## src/hdl/fp83_pkg.sv

```systemverilog
`timescale 1ns / 1ps

package fp83_pkg;

   // Field geometry of the packed 8.3 result.
   localparam int NAME_FIELD_CHARS = 8;
   localparam int EXT_FIELD_CHARS  = 3;

   // Default character limits.
   localparam int NAME_CHARS_DEFAULT = 8;
   localparam int EXT_CHARS_DEFAULT  = 3;

   // Characters with a meaning of their own.
   localparam logic [7:0] CHAR_DOT   = 8'h2E;
   localparam logic [7:0] CHAR_SPACE = 8'h20;
   localparam logic [7:0] CHAR_NUL   = 8'h00;

   // Result status codes.
   typedef enum logic [2:0] {
      ST_LEGAL         = 3'd0,
      ST_ILLEGAL_CHAR  = 3'd1,
      ST_NAME_TOO_LONG = 3'd2,
      ST_EXT_TOO_LONG  = 3'd3,
      ST_EMPTY_OR_DOT  = 3'd4
   } status_type;

   // One registered item handed from the input stage to the parser.
   typedef struct packed {
      logic       valid;
      logic [7:0] ch;
      logic       start_new;
   } step_type;

endpackage

```

## src/hdl/fp83_if.sv

```systemverilog
`timescale 1ns / 1ps

// Character channel: one item per character of the file name.
interface fp83_req_if;
   logic       valid;
   logic       ready;
   logic [7:0] ch;
   logic       start_new;

   modport source (output valid, ch, start_new, input ready);
   modport sink (input valid, ch, start_new, output ready);
endinterface

// Result channel: one item per checked file name.
interface fp83_rsp_if;
   logic        valid;
   logic        ready;
   logic [2:0]  status;
   logic [63:0] name_field;
   logic [23:0] ext_field;
   logic [3:0]  name_len;
   logic [1:0]  ext_len;

   modport source (output valid, status, name_field, ext_field, name_len, ext_len,
                   input ready);
   modport sink (input valid, status, name_field, ext_field, name_len, ext_len,
                 output ready);
endinterface

```

## src/hdl/filename_83_validate_pack_unit.sv

```systemverilog
`timescale 1ns / 1ps
// The item that ends a name passes the input register, then sets the result register.
// Throughput: one character item per cycle, a single compare-and-insert between the input
// register and the result register; items stall while an untaken result is held.
// Reset: synchronous, active high; the parser returns to idle with space-filled fields
// and both channels empty.

module filename_83_validate_pack_unit
   import fp83_pkg::*;
#(
   parameter int NAME_CHARS = NAME_CHARS_DEFAULT,
   parameter int EXT_CHARS  = EXT_CHARS_DEFAULT
)
(
   input  logic          clock,
   input  logic          reset,
   fp83_req_if.sink      req_port,
   fp83_rsp_if.source    rsp_port
);

   step_type step;
   logic     advance;

   // Input register for one character item.
   fp83_input_stage u_input_stage (
      .clock   (clock),
      .reset   (reset),
      .req     (req_port),
      .advance (advance),
      .step    (step)
   );

   // Parser state, one step per item, and the result register.
   fp83_parser #(
      .NAME_CHARS (NAME_CHARS),
      .EXT_CHARS  (EXT_CHARS)
   ) u_parser (
      .clock   (clock),
      .reset   (reset),
      .step    (step),
      .advance (advance),
      .rsp     (rsp_port)
   );

`ifndef NO_ASSERTIONS
   // A new result only follows a character that was processed.
   a_result_from_step : assert property (@(posedge clock) disable iff (reset)
      $rose(rsp_port.valid) |-> $past(advance))
      else $error("result appeared without a processed item");

   // A legal name always has at least one name character.
   a_legal_not_empty : assert property (@(posedge clock) disable iff (reset)
      (rsp_port.valid && rsp_port.status == ST_LEGAL) |-> (rsp_port.name_len != 4'd0))
      else $error("legal result with an empty name");

   // An extension can only exist after a non-empty name.
   a_ext_needs_name : assert property (@(posedge clock) disable iff (reset)
      (rsp_port.valid && rsp_port.ext_len != 2'd0) |-> (rsp_port.name_len != 4'd0))
      else $error("extension reported without a name");

   // The name count never exceeds the width of the packed name field.
   a_len_range : assert property (@(posedge clock) disable iff (reset)
      rsp_port.valid |-> (rsp_port.name_len <= 4'd8))
      else $error("name length beyond field width");
`endif

endmodule

```

## src/hdl/fp83_input_stage.sv

```systemverilog
`timescale 1ns / 1ps

module fp83_input_stage
   import fp83_pkg::*;
(
   input  logic          clock,
   input  logic          reset,
   fp83_req_if.sink      req,
   input  logic          advance,
   output step_type      step
);

   logic       valid_ff, valid_in;
   logic [7:0] ch_ff;
   logic       start_ff;
   logic       take;

   // The register is free when empty or when its item moves on this cycle.
   assign req.ready = !valid_ff || advance;
   assign take      = req.valid && req.ready;

   always_comb begin
      valid_in = valid_ff;
      if (take) begin
         valid_in = 1'b1;
      end else if (advance) begin
         valid_in = 1'b0;
      end
   end

   // Valid bit is control state; the character itself needs no reset.
   always_ff @(posedge clock) begin
      if (reset) begin
         valid_ff <= 1'b0;
      end else begin
         valid_ff <= valid_in;
      end
      if (take) begin
         ch_ff    <= req.ch;
         start_ff <= req.start_new;
      end
   end

   assign step.valid     = valid_ff;
   assign step.ch        = ch_ff;
   assign step.start_new = start_ff;

endmodule

```

## src/hdl/fp83_parser.sv

```systemverilog
`timescale 1ns / 1ps

module fp83_parser
   import fp83_pkg::*;
#(
   parameter int NAME_CHARS = NAME_CHARS_DEFAULT,
   parameter int EXT_CHARS  = EXT_CHARS_DEFAULT
)
(
   input  logic          clock,
   input  logic          reset,
   input  step_type      step,
   output logic          advance,
   fp83_rsp_if.source    rsp
);

   // Limits are capped at the widths of the packed fields.
   localparam int NameLim = (NAME_CHARS > NAME_FIELD_CHARS) ? NAME_FIELD_CHARS : NAME_CHARS;
   localparam int ExtLim  = (EXT_CHARS > EXT_FIELD_CHARS) ? EXT_FIELD_CHARS : EXT_CHARS;

   typedef enum logic [1:0] {
      PH_IDLE = 2'd0,
      PH_NAME = 2'd1,
      PH_EXT  = 2'd2
   } phase_type;

   phase_type   phase_ff, phase_in, phase_cur;
   logic [3:0]  name_count_ff, name_count_in, name_count_cur;
   logic [1:0]  ext_count_ff, ext_count_in, ext_count_cur;
   logic [63:0] name_shift_ff, name_shift_in, name_shift_cur;
   logic [23:0] ext_shift_ff, ext_shift_in, ext_shift_cur;

   logic        rsp_valid_ff, rsp_valid_in;
   status_type  status_ff, status_in;
   logic [63:0] name_field_ff;
   logic [23:0] ext_field_ff;
   logic [3:0]  name_len_ff;
   logic [1:0]  ext_len_ff;

   logic        emit;
   logic        is_digit, is_upper, is_lower, is_dot, is_nul, is_legal;

   // An item is processed when the result register can take what it may emit.
   assign advance = step.valid && (!rsp_valid_ff || rsp.ready);

   // Character classes.
   always_comb begin
      is_digit = (step.ch >= 8'h30) && (step.ch <= 8'h39);
      is_upper = (step.ch >= 8'h41) && (step.ch <= 8'h5A);
      is_lower = (step.ch >= 8'h61) && (step.ch <= 8'h7A);
      is_dot   = (step.ch == CHAR_DOT);
      is_nul   = (step.ch == CHAR_NUL);
      is_legal = is_digit || is_upper || is_lower || is_dot || is_nul;
   end

   // A start flag clears the parser before the character is looked at.
   always_comb begin
      if (step.start_new) begin
         phase_cur      = PH_NAME;
         name_count_cur = '0;
         ext_count_cur  = '0;
         name_shift_cur = {NAME_FIELD_CHARS{CHAR_SPACE}};
         ext_shift_cur  = {EXT_FIELD_CHARS{CHAR_SPACE}};
      end else begin
         phase_cur      = phase_ff;
         name_count_cur = name_count_ff;
         ext_count_cur  = ext_count_ff;
         name_shift_cur = name_shift_ff;
         ext_shift_cur  = ext_shift_ff;
      end
   end

   // One parsing step: classify the character, update the fields, decide on a result.
   always_comb begin
      phase_in      = phase_cur;
      name_count_in = name_count_cur;
      ext_count_in  = ext_count_cur;
      name_shift_in = name_shift_cur;
      ext_shift_in  = ext_shift_cur;
      emit          = 1'b0;
      status_in     = ST_LEGAL;

      unique case (phase_cur)
         PH_NAME: begin
            if (!is_legal) begin
               emit      = 1'b1;
               status_in = ST_ILLEGAL_CHAR;
            end else if (is_nul) begin
               emit      = 1'b1;
               status_in = (name_count_cur == '0) ? ST_EMPTY_OR_DOT : ST_LEGAL;
            end else if (is_dot) begin
               if (name_count_cur == '0) begin
                  emit      = 1'b1;
                  status_in = ST_EMPTY_OR_DOT;
               end else begin
                  phase_in = PH_EXT;
               end
            end else if (name_count_cur >= 4'(NameLim)) begin
               emit      = 1'b1;
               status_in = ST_NAME_TOO_LONG;
            end else begin
               for (int i = 0; i < NAME_FIELD_CHARS; i++) begin
                  if (name_count_cur == 4'(i)) begin
                     name_shift_in[8*(NAME_FIELD_CHARS-1-i) +: 8] = step.ch;
                  end
               end
               name_count_in = name_count_cur + 4'd1;
            end
         end
         PH_EXT: begin
            if (!is_legal) begin
               emit      = 1'b1;
               status_in = ST_ILLEGAL_CHAR;
            end else if (is_nul) begin
               emit      = 1'b1;
               status_in = ST_LEGAL;
            end else if (is_dot) begin
               emit      = 1'b1;
               status_in = ST_EMPTY_OR_DOT;
            end else if (ext_count_cur >= 2'(ExtLim)) begin
               emit      = 1'b1;
               status_in = ST_EXT_TOO_LONG;
            end else begin
               for (int i = 0; i < EXT_FIELD_CHARS; i++) begin
                  if (ext_count_cur == 2'(i)) begin
                     ext_shift_in[8*(EXT_FIELD_CHARS-1-i) +: 8] = step.ch;
                  end
               end
               ext_count_in = ext_count_cur + 2'd1;
            end
         end
         default: begin
            // Idle: characters are ignored until the next start.
         end
      endcase

      if (emit) begin
         phase_in = PH_IDLE;
      end
   end

   // Result handshake: loaded on an emitting step, cleared when taken.
   always_comb begin
      rsp_valid_in = rsp_valid_ff;
      if (advance && emit) begin
         rsp_valid_in = 1'b1;
      end else if (rsp.ready) begin
         rsp_valid_in = 1'b0;
      end
   end

   // Parser state and result register.
   always_ff @(posedge clock) begin
      if (reset) begin
         phase_ff      <= PH_IDLE;
         name_count_ff <= '0;
         ext_count_ff  <= '0;
         name_shift_ff <= {NAME_FIELD_CHARS{CHAR_SPACE}};
         ext_shift_ff  <= {EXT_FIELD_CHARS{CHAR_SPACE}};
         rsp_valid_ff  <= 1'b0;
      end else begin
         if (advance) begin
            phase_ff      <= phase_in;
            name_count_ff <= name_count_in;
            ext_count_ff  <= ext_count_in;
            name_shift_ff <= name_shift_in;
            ext_shift_ff  <= ext_shift_in;
         end
         rsp_valid_ff <= rsp_valid_in;
      end
      if (advance && emit) begin
         status_ff     <= status_in;
         name_field_ff <= name_shift_cur;
         ext_field_ff  <= ext_shift_cur;
         name_len_ff   <= name_count_cur;
         ext_len_ff    <= ext_count_cur;
      end
   end

   assign rsp.valid      = rsp_valid_ff;
   assign rsp.status     = status_ff;
   assign rsp.name_field = name_field_ff;
   assign rsp.ext_field  = ext_field_ff;
   assign rsp.name_len   = name_len_ff;
   assign rsp.ext_len    = ext_len_ff;

endmodule
```

## src/flat_wrapper.sv

```systemverilog
// flat-port wrapper written by rule: the top's interface ports become plain ports
module filename_83_validate_pack_unit_flat import fp83_pkg::*;
#(
   parameter int NAME_CHARS = NAME_CHARS_DEFAULT,
   parameter int EXT_CHARS  = EXT_CHARS_DEFAULT
)
  (clock, reset, req_port_valid, req_port_ch, req_port_start_new, req_port_ready, rsp_port_valid, rsp_port_status, rsp_port_name_field, rsp_port_ext_field, rsp_port_name_len, rsp_port_ext_len, rsp_port_ready);
  fp83_req_if req_port_i ();
  fp83_rsp_if rsp_port_i ();
  input  logic clock;
  input  logic reset;
  input wire logic [$bits(req_port_i.valid)-1:0] req_port_valid;
  input wire logic [$bits(req_port_i.ch)-1:0] req_port_ch;
  input wire logic [$bits(req_port_i.start_new)-1:0] req_port_start_new;
  output wire logic [$bits(req_port_i.ready)-1:0] req_port_ready;
  output wire logic [$bits(rsp_port_i.valid)-1:0] rsp_port_valid;
  output wire logic [$bits(rsp_port_i.status)-1:0] rsp_port_status;
  output wire logic [$bits(rsp_port_i.name_field)-1:0] rsp_port_name_field;
  output wire logic [$bits(rsp_port_i.ext_field)-1:0] rsp_port_ext_field;
  output wire logic [$bits(rsp_port_i.name_len)-1:0] rsp_port_name_len;
  output wire logic [$bits(rsp_port_i.ext_len)-1:0] rsp_port_ext_len;
  input wire logic [$bits(rsp_port_i.ready)-1:0] rsp_port_ready;
  assign req_port_i.valid = req_port_valid;
  assign req_port_i.ch = req_port_ch;
  assign req_port_i.start_new = req_port_start_new;
  assign req_port_ready = req_port_i.ready;
  assign rsp_port_valid = rsp_port_i.valid;
  assign rsp_port_status = rsp_port_i.status;
  assign rsp_port_name_field = rsp_port_i.name_field;
  assign rsp_port_ext_field = rsp_port_i.ext_field;
  assign rsp_port_name_len = rsp_port_i.name_len;
  assign rsp_port_ext_len = rsp_port_i.ext_len;
  assign rsp_port_i.ready = rsp_port_ready;
  filename_83_validate_pack_unit #(.NAME_CHARS(NAME_CHARS), .EXT_CHARS(EXT_CHARS)) u_core (.clock(clock), .reset(reset), .req_port(req_port_i), .rsp_port(rsp_port_i));
endmodule
```

## config.mk

```make
export PLATFORM = sky130hd
export DESIGN_NAME = filename_83_validate_pack_unit_flat
export DESIGN_NICKNAME = d
export VERILOG_FILES = /design/src/hdl/fp83_pkg.sv /design/src/hdl/fp83_if.sv /design/src/hdl/filename_83_validate_pack_unit.sv /design/src/hdl/fp83_input_stage.sv /design/src/hdl/fp83_parser.sv /design/src/flat_wrapper.sv
export SDC_FILE = /design/constraint.sdc
export NUM_CORES = 1
export LEC_CHECK = 0
export BUFFER_PORTS_ARGS = -buffer_cell sky130_fd_sc_hd__buf_4
export CAP_MARGIN = 20
export CELL_PAD_IN_SITES_DETAIL_PLACEMENT = 0
export CELL_PAD_IN_SITES_GLOBAL_PLACEMENT = 1
export CORE_UTILIZATION = 46
export CTS_CLUSTER_DIAMETER = 40
export DETAILED_ROUTE_END_ITERATION = 16
export GPL_TIMING_DRIVEN = 0
export PLACE_DENSITY_LB_ADDON = 0.1
export SYNTH_ARGS = -nofsm -noshare
export SYNTH_HDL_FRONTEND = slang
export SYNTH_SLANG_ARGS = --single-unit
```

## constraint.sdc

```tcl
create_clock -name clock -period 12.1 [get_ports clock]
set_input_delay 0.605 -clock clock [delete_from_list [all_inputs] [get_ports clock]]
set_output_delay 0.605 -clock clock [all_outputs]
set_load 0.02 [all_outputs]
```

==> reports/metrics.yaml <==
global_route:
  grt_max_degree: 24
  first_global_vias: 5364
  grt_overflow: 0
  antenna_found_initial: 0
  grt_pass1_wl_um: 30700
  grt.total_usage_pct: 22.8
cells_and_area:
  layout_common_cells: "114 x buf_4, 106 x edfxtp_1, 98 x dfxtp_1, 86 x nor2b_1, 43 x nand3_1"
  regArea_um2: 5140
  layout_commonest_cell: "buf_4"
  multi_input_area_um2: 2490
  fin_nets: 813
  drive_gt1_share_pct: 25.4
  fin_area_um2: 9920
  fillers: 1410
  area_delta_synth_final_pct: 25.9
  antennaDiodeCount: 0
synthesis:
  ys_warn_count: 0
  syn_inst: 652
  synth-seq-area-share_pct: 65.3
  synth.distinct_cells: 59
  synth-edff-count: 106
  synth_area_leaders: "edfxtp_1 40%, dfxtp_1 25%, nor2b_1 6.8%"
  netlist.area_leader.share_pct: 40.4
  synth_nets: 671
  synthArstFlopShare_pct: 0
  syn_area_per_cell_um2: 12.1
  dominantRegCellSynth: "edfxtp_1"
  netlist_area_um2: 7880
  synth_area_leader_cell: "edfxtp_1"
  synth_seq_cells: 204
clock_tree:
  cts_buffer_depth: 3
  cts_hold_buffers: 0
  htreeDepth: 1
  cts_tree: "done"
  ctsResizeCount: 0
  clock_sinks: 204
  cts_setup_buffers: 0
  clk_latency_ns: 0.51
  numCtsBuffers: 24
  root_buffer: "clkbuf_16"
  clk_pin_slew_ns: 0.06
floorplanning:
  initial_core_util_pct: 47.4
  rows: 47
  io_pins: 112
  die_y_um: 133
  die_w_um: 133
  core_um2: 16600
  dieArea_um2: 17700
route:
  drc_errors: 0
  drtPass1Iterations: 5
  vias: 5579
  drt_iter0_markers: 344
  drtAntennaViolNets: 0
  post_drt_wl_per_cell_um: 19.5
  wl_um: 20100
  vias_per_cell: 5.41
worst_setup_path:
  path_class: "flip-flop to flip-flop"
  cpPeakStageDelay_ns: 0.86
  crit_slowest_cell: "a211oi_4"
  cp_cell_sequence: "buf_2 > clkbuf_1 > clkbuf_1 > nor2_1 > inv_1 > ha_1 > and3_1 > clkbuf_1 > o32ai_1 > a211oi_4 > buf_16 > buf_8 > buf_8 > buf_8"
  crit_path_end_kind: "flip-flop"
  worst-endpoint-arrival_ns: 4.80
  startpoint_type: "flip-flop"
  cp_max_fo: 23
  worstPathRequired_ns: 12.30
min_path:
  hold_class: "input pin to flip-flop"
sta:
  hold_slack_ns: 0.274
  tightest_slew_ns: 0.962
  setup_viol: 0
  finalCritPeriodShare_pct: 38.0
  fin_crit_ns: 4.60
  rsz0062_at_grt: "false"
  fin_skew_ns: 0.0158
  final-hold-violation-count: 0
  max_freq_ghz: 0.217
  fin_tns_setup_ns: 0
  slew_headroom_pct: 35.6
  slew_viol_final: 0
place:
  placed_cell_area_um2: 9090
  dp_hpwl_um: 14000
  port_buffers: 111
  gp_congestion: 0.898
job:
  cap_violations: 0
outcome:
  status: "completed"
power_and_ir_drop:
  p_leak_uw: 0.00360
  power_density_nw_per_um2: 160
  vdd_drop_max_uv: 104
-- synthesized netlist by cell type (all sizes together), types with 6 or more instances --
library cell,instances
edfxtp,106
dfxtp,98
nor2b,86
o21ai,48
nand3,43
nand2,31
clkbuf,24
buf,18
a21oi,17
nor3,17
nor2,16
and3,15
inv,15
a22o,13
or2,13
o2bb2ai,12
or4,7
ha,6
nand4,6
-- logic make-up after synthesis --
group / count (synthesis) / share of synthesized area [%]
and+or+nand+nor: 255 / 18.7
DFF: 204 / 65.3
adders and majority gates: 6 / 0.952
AOI/OAI and AO/OA: 129 / 11.8
buffers and inverters: 58 / 3.29
-- metrics by stage --
step	util (%)	setup slack, ns	std cells	total power (uW)
after floorplan	-	2.51	652	825
after global placement	54.0	-1.11	983	872
after detailed placement	54.6	7.47	988	872
after CTS	59.6	7.46	1031	1600
after global routing	59.6	7.22	1031	1630
final	59.6	7.50	1031	1590
-- where the power goes --
part           switching, uW  internal [uW]  total, uW  leakage, uW
registers               7.06            742        749      0.00170
logic                   74.9           33.5        108      0.00149
clock network            294            437        731     0.000405
total                    375           1210       1590      0.00360
-- state kept, by name, indices dropped and copies added (netlist names) --
register,count
u_core.u_parser.name_shift_ff,64
u_core.u_parser.rsp.name_field,64
u_core.u_parser.ext_shift_ff,24
u_core.u_parser.rsp.ext_field,24
u_core.u_input_stage.ch_ff,8
u_core.u_parser.name_count_ff,4
u_core.u_parser.rsp.name_len,4
u_core.u_parser.rsp.status,3
u_core.u_parser.ext_count_ff,2
u_core.u_parser.phase_ff,2
u_core.u_parser.rsp.ext_len,2
u_core.u_input_stage.start_ff,1
u_core.u_input_stage.valid_ff,1
u_core.u_parser.rsp.valid,1
-- layer usage --
layer / global-route usage, % / vias up / share of wire [%]
met5: 0 / - / 0
met4: 6.90 / 0 / 2.3
met3: 4.37 / 30 / 6.4
met2: 36.8 / 219 / 46
met1: 31.2 / 2675 / 45
li1: - / 2655 / -
-- critical path: cells and delay by family, from the launching register on --
family | cells | cell delay (ns)
fa+ha+maj | 1 | 0.31
simple gates | 2 | 0.34
flops | 1 | 0.31
buf+inv | 9 | 2.24
compound gates | 2 | 1.06
-- area by class of cell --
type                    instances  area share (%)
flip-flops and latches        204            51.9
multi-input cells             390            25.1
repair buffers                116            9.28
clock buffers                  29            6.56
well taps                     220            2.77
plain buffers                  42            2.01
clock inverters                14            1.82
inverters                      16           0.605
-- path summary, 6_finish.rpt --
check / cells past startpoint / end / slack [ns] / from
setup / recovery: 14 / u_core.u_parser.rsp.name_field[27]$_DFFE_PP_ / 7.50 / u_core.u_input_stage.start_ff$_DFFE_PP_
hold / removal: 1 / u_core.u_input_stage.ch_ff[6]$_DFFE_PP_ / 0.27 / req_port_ch[6]
setup reg to reg: 14 / u_core.u_parser.rsp.name_field[27]$_DFFE_PP_ / 7.50 / u_core.u_input_stage.start_ff$_DFFE_PP_
hold reg to reg: 2 / u_core.u_parser.name_shift_ff[61]$_SDFFE_PP1P_ / 0.45 / u_core.u_parser.name_shift_ff[61]$_SDFFE_PP1P_
Note: power is estimated with default switching activity, not from simulation.
